`src/design/assert_macros.svh`:
```
// Assertion macros shared by the integer-to-radix-text RTL.
// No dependencies; included by files that carry concurrent assertions.
`ifndef ASSERT_MACROS_SVH
`define ASSERT_MACROS_SVH

// Same-cycle implication, disabled while reset is high.
`define ASSERT_IMPLIES(lbl, clk, rst, ante, cons) \
   lbl: assert property (@(posedge clk) disable iff (rst) (ante) |-> (cons)) \
      else $error("assertion failed: same-cycle implication");

// Next-cycle implication, disabled while reset is high.
`define ASSERT_NEXT(lbl, clk, rst, ante, cons) \
   lbl: assert property (@(posedge clk) disable iff (rst) (ante) |=> (cons)) \
      else $error("assertion failed: next-cycle implication");

`endif

```
`src/design/itr_pkg.sv`:
```
// Shared types, constants, microcode and helpers for integer_to_radix_text.
// No dependencies; used by itr_sequencer, itr_datapath and the top level.
`default_nettype none

package itr_pkg;

   // Defaults and fixed field widths
   localparam int VALUE_WIDTH_DEF = 64;
   localparam int CHUNK_BITS      = 8;
   localparam int UPC_WIDTH       = 3;

   localparam logic [4:0] RADIX_MIN     = 5'd2;
   localparam logic [4:0] RADIX_MAX     = 5'd16;
   localparam logic [6:0] ASCII_ZERO    = 7'd48;
   localparam logic [6:0] ASCII_UPPER_A = 7'd65;
   localparam logic [6:0] ASCII_NINE    = 7'd57;
   localparam logic [6:0] ASCII_UPPER_F = 7'd70;
   localparam logic [3:0] DIGIT_TEN     = 4'd10;

   // Datapath actions
   typedef enum logic [2:0] {
      ACT_NOP,
      ACT_LOAD,
      ACT_DIV,
      ACT_STORE,
      ACT_PUSH
   } act_type;

   // Jump conditions
   typedef enum logic [2:0] {
      COND_NONE,
      COND_ALWAYS,
      COND_NO_START,
      COND_CHUNK_MORE,
      COND_QUOT_NZ,
      COND_OUT_BUSY,
      COND_DIGITS_MORE
   } cond_type;

   typedef logic [UPC_WIDTH-1:0] upc_type;

   // Program step addresses
   localparam upc_type STEP_IDLE  = 3'd0;
   localparam upc_type STEP_DIV   = 3'd1;
   localparam upc_type STEP_STORE = 3'd2;
   localparam upc_type STEP_READ  = 3'd3;
   localparam upc_type STEP_PUSH  = 3'd4;
   localparam upc_type STEP_NEXT  = 3'd5;
   localparam upc_type STEP_DONE  = 3'd6;

   typedef struct packed {
      act_type  act;
      cond_type cond;
      upc_type  target;
   } ctrl_word_type;

   // Datapath flags seen by the sequencer
   typedef struct packed {
      logic start;
      logic chunk_more;
      logic quot_nz;
      logic out_busy;
      logic digits_more;
   } status_type;

   // Control store: jump to target when cond holds, else fall through.
   function automatic ctrl_word_type ucode_rom(input upc_type addr);
      ctrl_word_type w;
      case (addr)
         STEP_IDLE:  w = '{act: ACT_LOAD,  cond: COND_NO_START,    target: STEP_IDLE};
         STEP_DIV:   w = '{act: ACT_DIV,   cond: COND_CHUNK_MORE,  target: STEP_DIV};
         STEP_STORE: w = '{act: ACT_STORE, cond: COND_QUOT_NZ,     target: STEP_DIV};
         STEP_READ:  w = '{act: ACT_NOP,   cond: COND_NONE,        target: STEP_IDLE};
         STEP_PUSH:  w = '{act: ACT_PUSH,  cond: COND_OUT_BUSY,    target: STEP_PUSH};
         STEP_NEXT:  w = '{act: ACT_NOP,   cond: COND_DIGITS_MORE, target: STEP_PUSH};
         STEP_DONE:  w = '{act: ACT_NOP,   cond: COND_ALWAYS,      target: STEP_IDLE};
         default:    w = '{act: ACT_NOP,   cond: COND_ALWAYS,      target: STEP_IDLE};
      endcase
      return w;
   endfunction

   // Digit value to upper-case ASCII
   function automatic logic [6:0] digit_to_ascii(input logic [3:0] d);
      logic [6:0] c;
      if (d < DIGIT_TEN) begin
         c = ASCII_ZERO + 7'(d);
      end else begin
         c = ASCII_UPPER_A + 7'(d - DIGIT_TEN);
      end
      return c;
   endfunction

endpackage

`default_nettype wire

```
`src/design/itr_sequencer.sv`:
```
// Microprogram sequencer: step counter, control store lookup, jump logic.
// Depends on itr_pkg (control word, status and condition types).
`default_nettype none

module itr_sequencer (
   input  wire                   clock,
   input  wire                   reset,
   input  itr_pkg::status_type   status,
   output itr_pkg::ctrl_word_type ctrl
);

   typedef enum logic [0:0] {
      SEQ_RESET,
      SEQ_RUN
   } seq_state_type;

   localparam itr_pkg::ctrl_word_type CTRL_HOLD = '{act: itr_pkg::ACT_NOP,
                                                    cond: itr_pkg::COND_NONE,
                                                    target: itr_pkg::STEP_IDLE};

   seq_state_type    state_ff;
   itr_pkg::upc_type upc_ff;
   itr_pkg::upc_type upc_in;
   logic             take_jump;

   // Datapath idles until the first step after reset
   assign ctrl = (state_ff == SEQ_RUN) ? itr_pkg::ucode_rom(upc_ff) : CTRL_HOLD;

   // Evaluate the jump condition of the current control word
   always_comb begin
      case (ctrl.cond)
         itr_pkg::COND_NONE:        take_jump = 1'b0;
         itr_pkg::COND_ALWAYS:      take_jump = 1'b1;
         itr_pkg::COND_NO_START:    take_jump = !status.start;
         itr_pkg::COND_CHUNK_MORE:  take_jump = status.chunk_more;
         itr_pkg::COND_QUOT_NZ:     take_jump = status.quot_nz;
         itr_pkg::COND_OUT_BUSY:    take_jump = status.out_busy;
         itr_pkg::COND_DIGITS_MORE: take_jump = status.digits_more;
         default:                   take_jump = 1'b0;
      endcase
      upc_in = take_jump ? ctrl.target : upc_ff + itr_pkg::upc_type'(1);
   end

   // Step counter
   always_ff @(posedge clock) begin
      if (reset) begin
         state_ff <= SEQ_RESET;
         upc_ff   <= itr_pkg::STEP_IDLE;
      end else begin
         state_ff <= SEQ_RUN;
         upc_ff   <= (state_ff == SEQ_RUN) ? upc_in : itr_pkg::STEP_IDLE;
      end
   end

endmodule

`default_nettype wire

```
`src/design/itr_datapath.sv`:
```
// Datapath: magnitude register, byte-wise divider by the radix, digit store
// and output register. Depends on itr_pkg; driven by itr_sequencer.
`default_nettype none

module itr_datapath #(
   parameter int VALUE_WIDTH = itr_pkg::VALUE_WIDTH_DEF
) (
   input  wire                    clock,
   input  wire                    reset,
   input  itr_pkg::ctrl_word_type ctrl,
   output itr_pkg::status_type    status,
   input  wire                    req_valid,
   output logic                   req_ready,
   input  wire [63:0]             req_value_bits,
   input  wire                    req_is_signed,
   input  wire [4:0]              req_radix,
   output logic                   rsp_valid,
   input  wire                    rsp_ready,
   output logic [6:0]             rsp_out_char,
   output logic                   rsp_negative,
   output logic                   rsp_last,
   output logic [6:0]             rsp_digit_count
);

   localparam int CB     = itr_pkg::CHUNK_BITS;
   localparam int PW     = ((VALUE_WIDTH + CB - 1) / CB) * CB;
   localparam int CHUNKS = PW / CB;
   localparam int CW     = (CHUNKS > 1) ? $clog2(CHUNKS) : 1;
   localparam int MAXD   = VALUE_WIDTH;
   localparam int AW     = $clog2(MAXD);
   localparam int CNTW   = $clog2(MAXD + 1);

   // Control registers
   logic            rsp_valid_ff, rsp_valid_in;
   logic            done_ff, done_in;
   // Payload registers
   logic [PW-1:0]   mag_ff, mag_in;
   logic [3:0]      rem_ff, rem_in;
   logic            qnz_ff, qnz_in;
   logic [CW-1:0]   chunk_ff, chunk_in;
   logic [CNTW-1:0] count_ff, count_in;
   logic [AW-1:0]   idx_ff, idx_in;
   logic            sign_ff, sign_in;
   logic [4:0]      radix_ff, radix_in;
   logic [3:0]      rd_digit_ff;
   logic [6:0]      char_ff, char_in;
   logic            neg_ff, neg_in;
   logic            last_ff, last_in;
   logic [6:0]      cnt_out_ff, cnt_out_in;

   logic [3:0]           dig_mem [MAXD];
   logic [VALUE_WIDTH-1:0] value_w;
   logic                 start;
   logic                 out_busy;
   logic [CB-1:0]        quot_byte;
   logic [3:0]           div_rem;

   assign value_w   = req_value_bits[VALUE_WIDTH-1:0];
   assign req_ready = (ctrl.act == itr_pkg::ACT_LOAD);
   assign start     = req_valid && req_ready;
   assign out_busy  = rsp_valid_ff && !rsp_ready;

   assign status.start       = start;
   assign status.chunk_more  = (chunk_ff != CW'(CHUNKS - 1));
   assign status.quot_nz     = qnz_ff;
   assign status.out_busy    = out_busy;
   assign status.digits_more = !done_ff;

   // Restoring division of the top byte, one bit per step
   always_comb begin
      logic [4:0] t;
      logic [3:0] r;
      r = rem_ff;
      quot_byte = '0;
      for (int i = CB - 1; i >= 0; i--) begin
         t = {r, mag_ff[PW - CB + i]};
         if (t >= radix_ff) begin
            t = t - radix_ff;
            quot_byte[i] = 1'b1;
         end
         r = t[3:0];
      end
      div_rem = r;
   end

   // Next-state logic driven by the control word
   always_comb begin
      logic [VALUE_WIDTH-1:0] magn;
      logic                   neg;
      logic [4:0]             r;
      neg  = req_is_signed && value_w[VALUE_WIDTH-1];
      magn = neg ? VALUE_WIDTH'(~value_w + VALUE_WIDTH'(1)) : value_w;
      r    = req_radix;
      if (r < itr_pkg::RADIX_MIN) begin
         r = itr_pkg::RADIX_MIN;
      end else if (r > itr_pkg::RADIX_MAX) begin
         r = itr_pkg::RADIX_MAX;
      end

      mag_in       = mag_ff;
      rem_in       = rem_ff;
      qnz_in       = qnz_ff;
      chunk_in     = chunk_ff;
      count_in     = count_ff;
      idx_in       = idx_ff;
      sign_in      = sign_ff;
      radix_in     = radix_ff;
      done_in      = done_ff;
      char_in      = char_ff;
      neg_in       = neg_ff;
      last_in      = last_ff;
      cnt_out_in   = cnt_out_ff;
      rsp_valid_in = rsp_valid_ff && !rsp_ready;

      case (ctrl.act)
         itr_pkg::ACT_LOAD: begin
            if (start) begin
               mag_in   = PW'(magn);
               rem_in   = '0;
               qnz_in   = 1'b0;
               chunk_in = '0;
               count_in = '0;
               sign_in  = neg;
               radix_in = r;
            end
         end
         itr_pkg::ACT_DIV: begin
            mag_in   = PW'({mag_ff, quot_byte});
            rem_in   = div_rem;
            qnz_in   = qnz_ff || (quot_byte != '0);
            chunk_in = chunk_ff + CW'(1);
         end
         itr_pkg::ACT_STORE: begin
            // Remainder is the next digit; quotient stays in mag
            count_in = count_ff + CNTW'(1);
            idx_in   = count_ff[AW-1:0];
            rem_in   = '0;
            qnz_in   = 1'b0;
            chunk_in = '0;
            done_in  = 1'b0;
         end
         itr_pkg::ACT_PUSH: begin
            if (!out_busy) begin
               rsp_valid_in = 1'b1;
               char_in      = itr_pkg::digit_to_ascii(rd_digit_ff);
               neg_in       = sign_ff;
               last_in      = (idx_ff == '0);
               cnt_out_in   = (idx_ff == '0) ? 7'(count_ff) : 7'd0;
               done_in      = (idx_ff == '0);
               idx_in       = idx_ff - AW'(1);
            end
         end
         default: begin
         end
      endcase
   end

   // Control registers
   always_ff @(posedge clock) begin
      if (reset) begin
         rsp_valid_ff <= 1'b0;
         done_ff      <= 1'b1;
      end else begin
         rsp_valid_ff <= rsp_valid_in;
         done_ff      <= done_in;
      end
   end

   // Payload registers
   always_ff @(posedge clock) begin
      mag_ff     <= mag_in;
      rem_ff     <= rem_in;
      qnz_ff     <= qnz_in;
      chunk_ff   <= chunk_in;
      count_ff   <= count_in;
      idx_ff     <= idx_in;
      sign_ff    <= sign_in;
      radix_ff   <= radix_in;
      char_ff    <= char_in;
      neg_ff     <= neg_in;
      last_ff    <= last_in;
      cnt_out_ff <= cnt_out_in;
   end

   // Digit store, least significant digit at address zero
   always_ff @(posedge clock) begin
      if (ctrl.act == itr_pkg::ACT_STORE) begin
         dig_mem[count_ff[AW-1:0]] <= rem_ff;
      end
      rd_digit_ff <= dig_mem[idx_ff];
   end

   assign rsp_valid       = rsp_valid_ff;
   assign rsp_out_char    = char_ff;
   assign rsp_negative    = neg_ff;
   assign rsp_last        = last_ff;
   assign rsp_digit_count = cnt_out_ff;

endmodule

`default_nettype wire

```
`src/design/integer_to_radix_text.sv`:
```
// Top level of the integer to radix text converter.
// Depends on itr_pkg, itr_sequencer, itr_datapath and assert_macros.svh.
`default_nettype none
`include "assert_macros.svh"

// Converts the low VALUE_WIDTH bits of req_value_bits (two's complement when
// req_is_signed is set) to upper-case ASCII digits in req_radix (saturated to
// 2..16), most significant first, no leading zeros; zero gives a single '0'.
// One rsp transaction per digit; rsp_negative is set on every digit of a
// negative value, rsp_last marks the final digit, which also carries the
// digit count. A small microprogram drives the datapath: each digit comes from
// byte-wise division by the radix over CHUNKS bytes (CHUNKS = VALUE_WIDTH/8
// rounded up, 8 at the default width). A new transaction is accepted only
// once the previous one has handed its last digit to the output register.
module integer_to_radix_text #(
   parameter int VALUE_WIDTH = itr_pkg::VALUE_WIDTH_DEF
) (
   input  wire         clock,
   input  wire         reset,
   input  wire         req_valid,
   output logic        req_ready,
   input  wire  [63:0] req_value_bits,
   input  wire         req_is_signed,
   input  wire  [4:0]  req_radix,
   output logic        rsp_valid,
   input  wire         rsp_ready,
   output logic [6:0]  rsp_out_char,
   output logic        rsp_negative,
   output logic        rsp_last,
   output logic [6:0]  rsp_digit_count
);

   itr_pkg::ctrl_word_type ctrl;
   itr_pkg::status_type    status;
   logic                   char_ok;
   logic                   rsp_stall;

   itr_sequencer u_seq (
      .clock  (clock),
      .reset  (reset),
      .status (status),
      .ctrl   (ctrl)
   );

   itr_datapath #(
      .VALUE_WIDTH (VALUE_WIDTH)
   ) u_dp (
      .clock           (clock),
      .reset           (reset),
      .ctrl            (ctrl),
      .status          (status),
      .req_valid       (req_valid),
      .req_ready       (req_ready),
      .req_value_bits  (req_value_bits),
      .req_is_signed   (req_is_signed),
      .req_radix       (req_radix),
      .rsp_valid       (rsp_valid),
      .rsp_ready       (rsp_ready),
      .rsp_out_char    (rsp_out_char),
      .rsp_negative    (rsp_negative),
      .rsp_last        (rsp_last),
      .rsp_digit_count (rsp_digit_count)
   );

   // Digit alphabet and output stall for the checks below
   assign char_ok   = ((rsp_out_char >= itr_pkg::ASCII_ZERO) &&
                       (rsp_out_char <= itr_pkg::ASCII_NINE)) ||
                      ((rsp_out_char >= itr_pkg::ASCII_UPPER_A) &&
                       (rsp_out_char <= itr_pkg::ASCII_UPPER_F));
   assign rsp_stall = rsp_valid && !rsp_ready;

   // Busy right after accepting a transaction
   `ASSERT_NEXT(a_busy_after_accept, clock, reset, req_valid && req_ready, !req_ready)
   // Held digit stays put until taken
   `ASSERT_NEXT(a_rsp_hold, clock, reset, rsp_stall, rsp_valid && $stable(rsp_out_char))
   // Count only on the final digit
   `ASSERT_IMPLIES(a_count_on_last, clock, reset, rsp_valid && !rsp_last, rsp_digit_count == 7'd0)
   // Final digit always reports a nonzero count
   `ASSERT_IMPLIES(a_count_nonzero, clock, reset, rsp_valid && rsp_last, rsp_digit_count != 7'd0)
   // Characters stay within the digit alphabet
   `ASSERT_IMPLIES(a_char_range, clock, reset, rsp_valid, char_ok)

endmodule

`default_nettype wire

```
`config.mk`:
```
export PLATFORM = sky130hd
export DESIGN_NAME = integer_to_radix_text
export DESIGN_NICKNAME = d
export VERILOG_FILES = /design/src/design/itr_pkg.sv /design/src/design/itr_sequencer.sv /design/src/design/itr_datapath.sv /design/src/design/integer_to_radix_text.sv
export VERILOG_INCLUDE_DIRS = /design/src /design/src/design
export SDC_FILE = /design/constraint.sdc
export NUM_CORES = 1
export LEC_CHECK = 0
export BUFFER_PORTS_ARGS = -buffer_cell sky130_fd_sc_hd__buf_4
export CAP_MARGIN = 20
export CORE_UTILIZATION = 56
export CTS_CLUSTER_SIZE = 10
export DETAILED_ROUTE_END_ITERATION = 8
export PLACE_DENSITY = 0.74
export SETUP_SLACK_MARGIN = 0.02
export SYNTH_ARGS = -nofsm -noshare
export SYNTH_HDL_FRONTEND = slang
export SYNTH_SLANG_ARGS = --single-unit
export TNS_END_PERCENT = 1
```
`constraint.sdc`:
```
create_clock -name clock -period 10.29 [get_ports clock]
set_input_delay 1.5435 -clock clock [delete_from_list [all_inputs] [get_ports clock]]
set_output_delay 1.5435 -clock clock [all_outputs]
set_load 0.005 [all_outputs]
```
==> summary.txt, run 1 <==
DIE HEIGHT: 183 um
First-pass GRT wire length: 64,400 um
Share of post-route cells with drive strength above 1: 0.210
Top cells by area, synth: edfxtp_1 (59%), mux4_2 (8.8%), ha_1 (3.6%)
Max_slew headroom: 0.224
NetSw: 2.35 mW
Mapped Area: 0.0184 mm2
Root Buffer Master: clkbuf_16
Switching part of the total power: 0.368
Vias in the first global route: 11,500
ANT cells: 0
CP max stage delay: 420 ps
Skew-Pair Late Insertion Delay: 540 ps
Clock share of power: 0.203
Sequential share of power: 0.273
H-Tree Depth: 2
Pin count of the biggest net entering global routing: 109
Die ar.: 0.0336 mm2
Logic pwr share: 0.524
Int Power: 4.05 mW
Row count: 66
Hold WC Path Type: register to register
All-Layer GR Usage: 0.251
CP Launch Type: register
Residual DRC: 0
Initial Utilization: 0.568
Crit-path most repeated cell: ha_1
Final Hold Vio Count: 0
FF/Latch Area: 0.0111 mm2
Global placement routability congestion: 0.910
Peak VDD IR: 956 uV
TritonCTS buffer count: 43
CP endpoint kind: register
Placed cell areas: 0.0196 mm2
Fillcell total: 2,313
DP HPWL: 26,700 um
Cell area after layout: 0.0211 mm2
Leakage power figure: 7.23 nW
CTS clock-pin slew for the worst setup and hold paths: 60 ps
Final worst slack: 444 ps
First DRT Iteration DRCs: 1,249
Crit share post-route: 0.957
Final setup violation count: 0
CTS tree: done
Pwr dens: 303 mW/mm2
Critical Path AT: 10,130 ps
Synth Instances: 1,375
Fin crit period: 9850 ps
Clk sinks: 373
Drt total wl: 42,000 um
Clock skew: 29.6 ps
Synth Register Bits: 373
Max FO, Critical Path: 12
Number of detailed-route iterations in the first pass: 5
Fin util: 0.650
Max clock buf depth: 3
Crit-path slowest cell: edfxtp_1
Core area: 0.0325 mm2
Routed wire per std cell: 21.5 um
Syn_nets: 1,510
Critical path required time: 10,570 ps
Syn avg cell area: 13.4 um2
Multi-input gate area: 0.00706 mm2
Fmax: 102 MHz
Antenna violations before repair: 0
Max Cap Viol: 0
Hold_buf cts: 0
Synth top area share: 0.591
Yosys warns: 0
Worst Tran Pin Value: 1150 ps
Post-synth ARST share: 0
Dominant cell type by area after synthesis: edfxtp_1
Total gr overflow: 0
I/O Pins: 92
Synth Flop Type: edfxtp_1
EDFF count, synth: 363
Post-synthesis cell type count: 67
Slew Limit Fails: 0
Hold slack: 416 ps
Setup WS pre-CTS: 38.8 ps
Critical path class: register to register
IO Port Bufs: 91
Status: finished, final reports clean
Via density: 6.08
Register area share after synthesis: 0.602
Area Overhead vs Synth: 14.5%
Via Count: 11,900
Fin nets: 1,632
Post-route ant nets: 0
Die W: 183 um
==> registers in the layout, indices dropped and copies added (netlist names) <==
register and count:
u_dp.radix_ff 5, u_seq.state_ff 1, u_dp.rd_digit_ff 4, u_dp.count_ff 7
u_dp.idx_ff 6, u_dp.rsp_digit_count 7, u_dp.rsp_out_char 7, u_dp.rsp_last 1
u_dp.mag_ff 64, u_dp.rsp_negative 1, u_dp.chunk_ff 3, u_dp.done_ff 1
u_dp.qnz_ff 1, u_dp.dig_mem 256, u_seq.upc_ff 3, u_dp.rem_ff 4
u_dp.rsp_valid 1, u_dp.sign_ff 1
==> per-stage QoR <==
stage,std cells,setup TNS (ps),power [mW]
2_1_floorplan,1375,0,3.74
3_3_place_gp,1871,0,4.13
3_5_place_dp,1871,0,4.21
4_1_cts,1930,0,5.51
5_1_grt,1953,-231,6.73
6_report,1953,0,6.40
==> critical path: cells and delay by family, from the launching register on <==
| kind | cells | cell delay (ps) |
|---|---|---|
| DFF | 1 | 420 |
| buffers and inverters | 4 | 590 |
| muxes | 2 | 600 |
| AOI/OAI and AO/OA | 25 | 4330 |
| and+or+nand+nor | 6 | 1220 |
| adders and majority gates | 8 | 2450 |
==> cells in the final DEF, fill, tap and decap left out, types with 7 or more instances in the layout <==
cell / synthesis / layout
nand3b_1: 7 / 7
fa_1: 8 / 8
clkbuf_1: 42 / 12
a41oi_1: 7 / 7
buf_4: 3 / 136
a21oi_1: 55 / 48
nor4_1: 14 / 13
o31ai_1: 10 / 10
mux4_2: 72 / 72
nand3_1: 21 / 21
edfxtp_1: 363 / 363
nor3_1: 14 / 14
or3_1: 8 / 8
ha_1: 53 / 49
nand2_1: 128 / 126
mux2_2: 11 / 10
nor2_1: 140 / 140
a21o_1: 21 / 21
o21ai_0: 76 / 75
xor2_1: 30 / 30
inv_1: 48 / 47
o21ai_1: 13 / 7
nor2b_1: 13 / 13
nand2b_1: 12 / 12
clkbuf_16: 0 / 43
dfxtp_1: 10 / 10
a31oi_1: 25 / 20
and2_1: 11 / 11
a21oi_2: 0 / 7
xnor2_1: 59 / 59
==> what timing repair did <==
action,4_1_cts,5_1_grt
resized for setup,1,27
setup endpoints to repair,2,6
pin swaps,0,15
setup buffers,0,22
==> area by class of cell <==
cell class / count / area share
flip-flops and latches: 373 / 0.526
clock buffers: 55 / 0.0531
clock inverters: 4 / 0.00190
well taps: 442 / 0.0262
repair buffers: 139 / 0.0494
multi-input cells: 892 / 0.335
inverters: 48 / 0.00854
==> cell families (layout without fill, tap and decap cells) <==
| group | after synthesis | after routing | synth area share |
|---|---|---|---|
| AO/OA/AOI/OAI | 246 | 246 | 0.0832 |
| multiplexers | 90 | 90 | 0.0985 |
| XOR/XNOR | 89 | 89 | 0.0423 |
| AND/OR/NAND/NOR | 406 | 406 | 0.104 |
| buffers and inverters | 110 | 246 | 0.0253 |
| adder cells (fa/ha/maj) | 61 | 61 | 0.0447 |
| flip-flops | 373 | 373 | 0.602 |
==> synth_stat cells, types with 14 or more instances <==
| library cell | number |
|---|---|
| nor4_1 | 14 |
| o21ai_0 | 76 |
| clkbuf_1 | 42 |
| a31oi_1 | 25 |
| a21o_1 | 21 |
| ha_1 | 53 |
| a21oi_1 | 55 |
| nor2_1 | 140 |
| xnor2_1 | 59 |
| inv_1 | 48 |
| nor3_1 | 14 |
| xor2_1 | 30 |
| nand3_1 | 21 |
| nand2_1 | 128 |
| edfxtp_1 | 363 |
| mux4_2 | 72 |
==> power by group through the flow <==
stage | clock (mW) | sequential, mW | combinational [mW]
CTS | 1.32 | 1.75 | 2.45
detailed placement | 0 | 1.78 | 2.43
global placement | 0 | 1.78 | 2.35
global route | 1.37 | 1.75 | 3.61
floorplan | 0 | 1.79 | 1.95
finish | 1.30 | 1.75 | 3.35
==> path summary, 6_finish.rpt <==
path / start / to / slack [ps] / cells after the start
max: u_dp.rem_ff[1]$_SDFFCE_PN0P_ / u_dp.rem_ff[3]$_SDFFCE_PN0P_ / 440 / 45
min: u_dp.sign_ff$_DFFE_PP_ / u_dp.rsp_negative$_DFFE_PP_ / 420 / 0
max reg2reg: u_dp.rem_ff[1]$_SDFFCE_PN0P_ / u_dp.rem_ff[3]$_SDFFCE_PN0P_ / 440 / 45
min reg2reg: u_dp.sign_ff$_DFFE_PP_ / u_dp.rsp_negative$_DFFE_PP_ / 420 / 0
==> metal layers <==
metal | vias up | track usage | wire length (um)
met3 | 91 | 0.0417 | 2790
li1 | 5443 | - | -
met1 | 5873 | 0.345 | 17200
met5 | - | 0 | 0
met2 | 476 | 0.405 | 20800
met4 | 0 | 0.0917 | 1260
Note: power is estimated with default switching activity, not from simulation.
==> run 2: changes to the inputs <==
PLACE_DENSITY = 0.77   (was 0.74)
==> run 2 against run 1 <==
  * Largest cell class unchanged
  * Worst setup slack gained 40 ps
  * Design area increased by 0.58%
  * Clock power grew 9%
  * Combinational power is 2% higher
  * Hold slack better by 5.6 ps
  * Wire length grew 1.7%
  * Non-clock buffer count is 5 lower
==> summary.txt, run 2 (synthesized netlist as in run 1, its figures left out) <==
Critical Path AT: 10,070 ps (-60 ps)
Int Power: 4.19 mW (+3.4%)
Switching part of the total power: 0.365 (-0.00267)
Placed cell areas: 0.0196 mm2 (about the same)
Hold WC Path Type: register to register
Fin crit period: 9810 ps (-39.7 ps)
Fin util: 0.654 (+0.00374)
Slew Limit Fails: 0 (unchanged)
CTS tree: done
Status: finished, final reports clean
Cell area after layout: 0.0212 mm2 (+0.58%)
Post-route ant nets: 0 (unchanged)
Crit share post-route: 0.953 (-0.00386)
CTS clock-pin slew for the worst setup and hold paths: 50 ps (about the same)
Pin count of the biggest net entering global routing: 109 (unchanged)
Fin nets: 1,628 (-0.25%)
All-Layer GR Usage: 0.257 (+0.00574)
Max Cap Viol: 0 (unchanged)
Total power: 6.59 mW (+3.0%)
Most frequent cells in the layout: edfxtp_1 (363), nor2_1 (140), buf_4 (131), nand2_1 (126), o21ai_0 (75)
Initial Utilization: 0.568 (unchanged)
Global placement routability congestion: 0.940 (+3.3%)
NetSw: 2.41 mW (+2.3%)
Clock share of power: 0.215 (+0.012)
Clock skew: 22.0 ps (-7.57 ps)
Max FO, Critical Path: 7 (-5)
Share of post-route cells with drive strength above 1: 0.210 (unchanged)
Peak VDD IR: 746 uV (-22%)
Max_slew headroom: 0.177 (-0.0474)
Non-Filler Instances: 1,953 (unchanged)
Final worst slack: 484 ps (+39.7 ps)
Core area: 0.0325 mm2 (unchanged)
Worst Tran Pin Value: 1220 ps (+70.2 ps)
Critical path class: register to register
DP HPWL: 27,600 um (+3.4%)
Hold slack: 421 ps (+5.57 ps)
Hold_buf cts: 0 (unchanged)
Placed Cells: 1,871 (unchanged)
Via density: 6.17 (+1.3%)
Final setup violation count: 0 (unchanged)
Via Count: 12,000 (+1.3%)
Area Overhead vs Synth: 15.1%
First-pass GRT wire length: 65,800 um (+2.1%)
Leakage power figure: 7.29 nW (+0.76%)
Setup WS pre-CTS: -113 ps (-152 ps)
Vias in the first global route: 11,800 (+2.6%)
Die W: 183 um (unchanged)
Crit-path slowest cell: edfxtp_1
Sequential share of power: 0.265 (-0.008)
Row count: 66 (unchanged)
RSZ-0062 raised after global routing: true
ANT cells: 0 (unchanged)
CP endpoint kind: register
H-Tree Depth: 2 (unchanged)
Crit-path most repeated cell: ha_1
Total gr overflow: 0 (unchanged)
Max clock buf depth: 3 (unchanged)
Number of detailed-route iterations in the first pass: 5 (unchanged)
I/O Pins: 92 (unchanged)
Max reg flops: 256 (unchanged)
Skew-Pair Late Insertion Delay: 550 ps (about the same)
CP Launch Type: register
Fmax: 102 MHz (+0.40%)
Root Buffer Master: clkbuf_16
IO Port Bufs: 91 (unchanged)
Routed wire per std cell: 21.9 um (+1.7%)
Commonest non-fill, non-tap cell in the layout: edfxtp_1
Residual DRC: 0 (unchanged)
Clk sinks: 373 (unchanged)
CP max stage delay: 430 ps (about the same)
Logic pwr share: 0.519 (-0.005)
Antenna violations before repair: 0 (unchanged)
Critical path required time: 10,560 ps (about the same)
First DRT Iteration DRCs: 1,252 (+0.24%)
TritonCTS buffer count: 44 (+2.3%)
DIE HEIGHT: 183 um (unchanged)
Setup TNS: 0 ps (unchanged)
Final Hold Vio Count: 0 (unchanged)
Pwr dens: 311 mW/mm2 (+2.4%)
Die ar.: 0.0336 mm2 (unchanged)
Drt total wl: 42,700 um (+1.7%)
## run 2: cell types whose count changed in the layout (fill, tap and decap cells not counted), sizes merged
cell / delta
clkinv: -1
inv: +2
dlymetal6s2s: +1
buf: -4
bufinv: +2
## run 2: metal layers
metal / track usage / wire length (um)
met2: 0.427 / 21100
met1: 0.336 / 16600
met3: 0.0441 / 3420
met4: 0.106 / 1590
met5: 0 / 0
## run 2: timing repair
action | 4_1_cts | 5_1_grt
pin swaps | 0 | 14
endpoints found under the setup margin | 5 | 6
resized for setup | 2 | 29
buffers inserted | 0 | 18
hold endpoints to repair | 0 | 0
## run 2: worst paths after layout
check	cells after the start	to	start	slack [ps]
hold reg to reg	0	u_dp.rsp_negative$_DFFE_PP_	u_dp.sign_ff$_DFFE_PP_	420
hold / removal	0	u_dp.rsp_negative$_DFFE_PP_	u_dp.sign_ff$_DFFE_PP_	420
setup reg to reg	48	u_dp.rem_ff[1]$_SDFFCE_PN0P_	u_dp.rem_ff[1]$_SDFFCE_PN0P_	480
setup / recovery	48	u_dp.rem_ff[1]$_SDFFCE_PN0P_	u_dp.rem_ff[1]$_SDFFCE_PN0P_	480
## run 2: final cells by class
cell class | count | area [um2]
clock buffer | 57 | 1170
clock inverter | 7 | 111
fill | 2306 | 11200
inverter | 48 | 180
multi-input combinational | 892 | 7090
sequential | 373 | 11100
tap | 442 | 553
timing repair buffer | 134 | 1010
## run 2: power groups by stage
| stage | Combinational [mW] | Sequential, mW | Clock [mW] |
|---|---|---|---|
| floorplan | 1.95 | 1.79 | 0 |
| global placement | 2.36 | 1.78 | 0 |
| detailed placement | 2.48 | 1.78 | 0 |
| CTS | 2.50 | 1.75 | 1.44 |
| global route | 3.72 | 1.75 | 1.49 |
| finish | 3.42 | 1.75 | 1.42 |
## run 2: critical path, delay by kind of cell (launching register included)
family / cells / cell delay, ps
muxes: 3 / 960
and+or+nand+nor: 9 / 1520
DFF: 1 / 430
buffers and inverters: 5 / 660
AOI/OAI and AO/OA: 23 / 3720
adders and majority gates: 8 / 2240
==> run 3: changes to the inputs <==
SYNTH_HIERARCHICAL = 1   (was unset)
==> run 3 against run 2 <==
  * Hold slack better by 74 ps
  * Die area up 1.2%
  * Worst setup slack worse by 92 ps
==> summary.txt, run 3 <==
Status: finished, final reports clean
Global placement routability congestion: 0.909 (-3.3%)
Antenna violations before repair: 1 (+1)
CTS tree: done
Crit-path most repeated cell: ha_1
Area Overhead vs Synth: 14.6%
Syn avg cell area: 13.1 um2 (-2.0%)
First-pass GRT wire length: 66,900 um (+1.7%)
Pin count of the biggest net entering global routing: 100 (-8.3%)
Crit share post-route: 0.962 (+0.00890)
Hold WC Path Type: register to register
Slew Limit Fails: 0 (unchanged)
Final setup violation count: 0 (unchanged)
IO Port Bufs: 91 (unchanged)
Synth Instances: 1,420 (+3.3%)
Skew-Pair Late Insertion Delay: 550 ps (about the same)
Core area: 0.0326 mm2 (+0.51%)
CP Launch Type: register
Clk sinks: 373 (unchanged)
Max_slew headroom: 0.217 (+0.0409)
Die W: 185 um (+0.61%)
Most frequent cells in the layout: edfxtp_1 (363), nor2_1 (150), buf_4 (133), nand2_1 (102), o21ai_0 (68)
Critical path class: register to register
Fmax: 101 MHz (-0.93%)
Via density: 6.14 (-0.40%)
Hold_buf cts: 0 (unchanged)
Final Hold Vio Count: 0 (unchanged)
CTS clock-pin slew for the worst setup and hold paths: 50 ps (about the same)
Total gr overflow: 0 (unchanged)
Max FO, Critical Path: 7 (unchanged)
Via Count: 12,200 (+1.6%)
DP HPWL: 28,300 um (+2.5%)
I/O Pins: 92 (unchanged)
Setup TNS: 0 ps (unchanged)
Max Cap Viol: 0 (unchanged)
Fin crit period: 9900 ps (+91.6 ps)
Reg2Reg Depth: 47 (-2.1%)
Mapped Area: 0.0187 mm2 (+1.2%)
Root Buffer Master: clkbuf_16
DIE HEIGHT: 185 um (+0.61%)
Drt total wl: 43,800 um (+2.7%)
Yosys warns: 6 (+6)
Worst Tran Pin Value: 1160 ps (-57.6 ps)
ANT cells: 0 (unchanged)
Critical path required time: 10,550 ps (about the same)
H-Tree Depth: 2 (unchanged)
R2R Setup Slk: 390 ps (-90 ps)
Routed wire per std cell: 22.0 um (+0.65%)
Commonest non-fill, non-tap cell in the layout: edfxtp_1
Crit-path slowest cell: o31ai_4
Row count: 66 (unchanged)
Max reg flops: 256 (unchanged)
Clock skew: 24.1 ps (+2.09 ps)
Hold-critical path depth: 0 (unchanged)
Placed Cells: 1,922 (+2.7%)
Max clock buf depth: 3 (unchanged)
Initial Utilization: 0.572 (+0.00411)
CP max stage delay: 470 ps (+40 ps)
Number of detailed-route iterations in the first pass: 5 (unchanged)
Residual DRC: 0 (unchanged)
Share of post-route cells with drive strength above 1: 0.199 (-0.0106)
Fin nets: 1,671 (+2.6%)
TritonCTS buffer count: 44 (unchanged)
Syn_nets: 1,557 (+3.1%)
Vias in the first global route: 12,100 (+2.6%)
Post-route ant nets: 0 (unchanged)
Non-Filler Instances: 1,993 (+2.0%)
First DRT Iteration DRCs: 988 (-21%)
CP endpoint kind: register
Die ar.: 0.0340 mm2 (+1.2%)
Critical Path AT: 10,150 ps (+80 ps)
All-Layer GR Usage: 0.260 (+0.00377)
==> run 3: layout make-up <==
class / instances / area, um2
clock buffers: 55 / 1140
flip-flops and latches: 373 / 11100
clock inverters: 8 / 90.1
well taps: 442 / 553
repair buffers: 133 / 998
inverters: 49 / 184
multi-input cells: 933 / 7310
fillers: 2315 / 11200
==> run 3: what timing repair did <==
item	4_1_cts	5_1_grt
gates resized for setup	2	34
buffers inserted	0	8
pin swaps	0	9
endpoints found under the setup margin	6	6
hold endpoints to repair	0	0
==> run 3: critical path: cells and delay by family, from the launching register on <==
family	cells	cell delay (ps)
muxes	4	1260
and+or+nand+nor	9	1240
buffers and inverters	4	460
AOI/OAI and AO/OA	22	3820
adders and majority gates	8	2360
DFF	1	430
==> run 3: final timing paths <==
path,to,startpoint
worst min register to register,u_dp/rsp_negative$_DFFE_PP_,u_dp/sign_ff$_DFFE_PP_
worst max register to register,u_dp/rem_ff[3]$_SDFFCE_PN0P_,u_dp/rem_ff[1]$_SDFFCE_PN0P_
worst min-delay path,u_dp/rsp_negative$_DFFE_PP_,u_dp/sign_ff$_DFFE_PP_
worst max-delay path,u_dp/rem_ff[3]$_SDFFCE_PN0P_,u_dp/rem_ff[1]$_SDFFCE_PN0P_
==> run 3: routing by layer <==
metal  track usage  routed length (um)  vias up
met5             0                  18        -
met4         0.106                1710        2
met3        0.0508                3360      112
met2         0.456               22200      549
met1         0.315               16600     5992
li1              -                   -     5585
==> run 3: per-stage QoR <==
step / worst slack, ps / instance area (um2) / hold WS [ps] / utilization
after global routing: -51.9 / 21400 / 495 / 0.655
after CTS: 116 / 21200 / 482 / 0.649
after floorplan: 20.0 / 18700 / 400 / -
after detailed placement: -239 / 19900 / 464 / 0.611
final: 393 / 21400 / 496 / 0.655
after global placement: 160 / 19900 / 461 / 0.611
Power of run 3 is not shown: default switching activity piles up to over one toggle a cycle in this logic, so the estimate is an artifact.
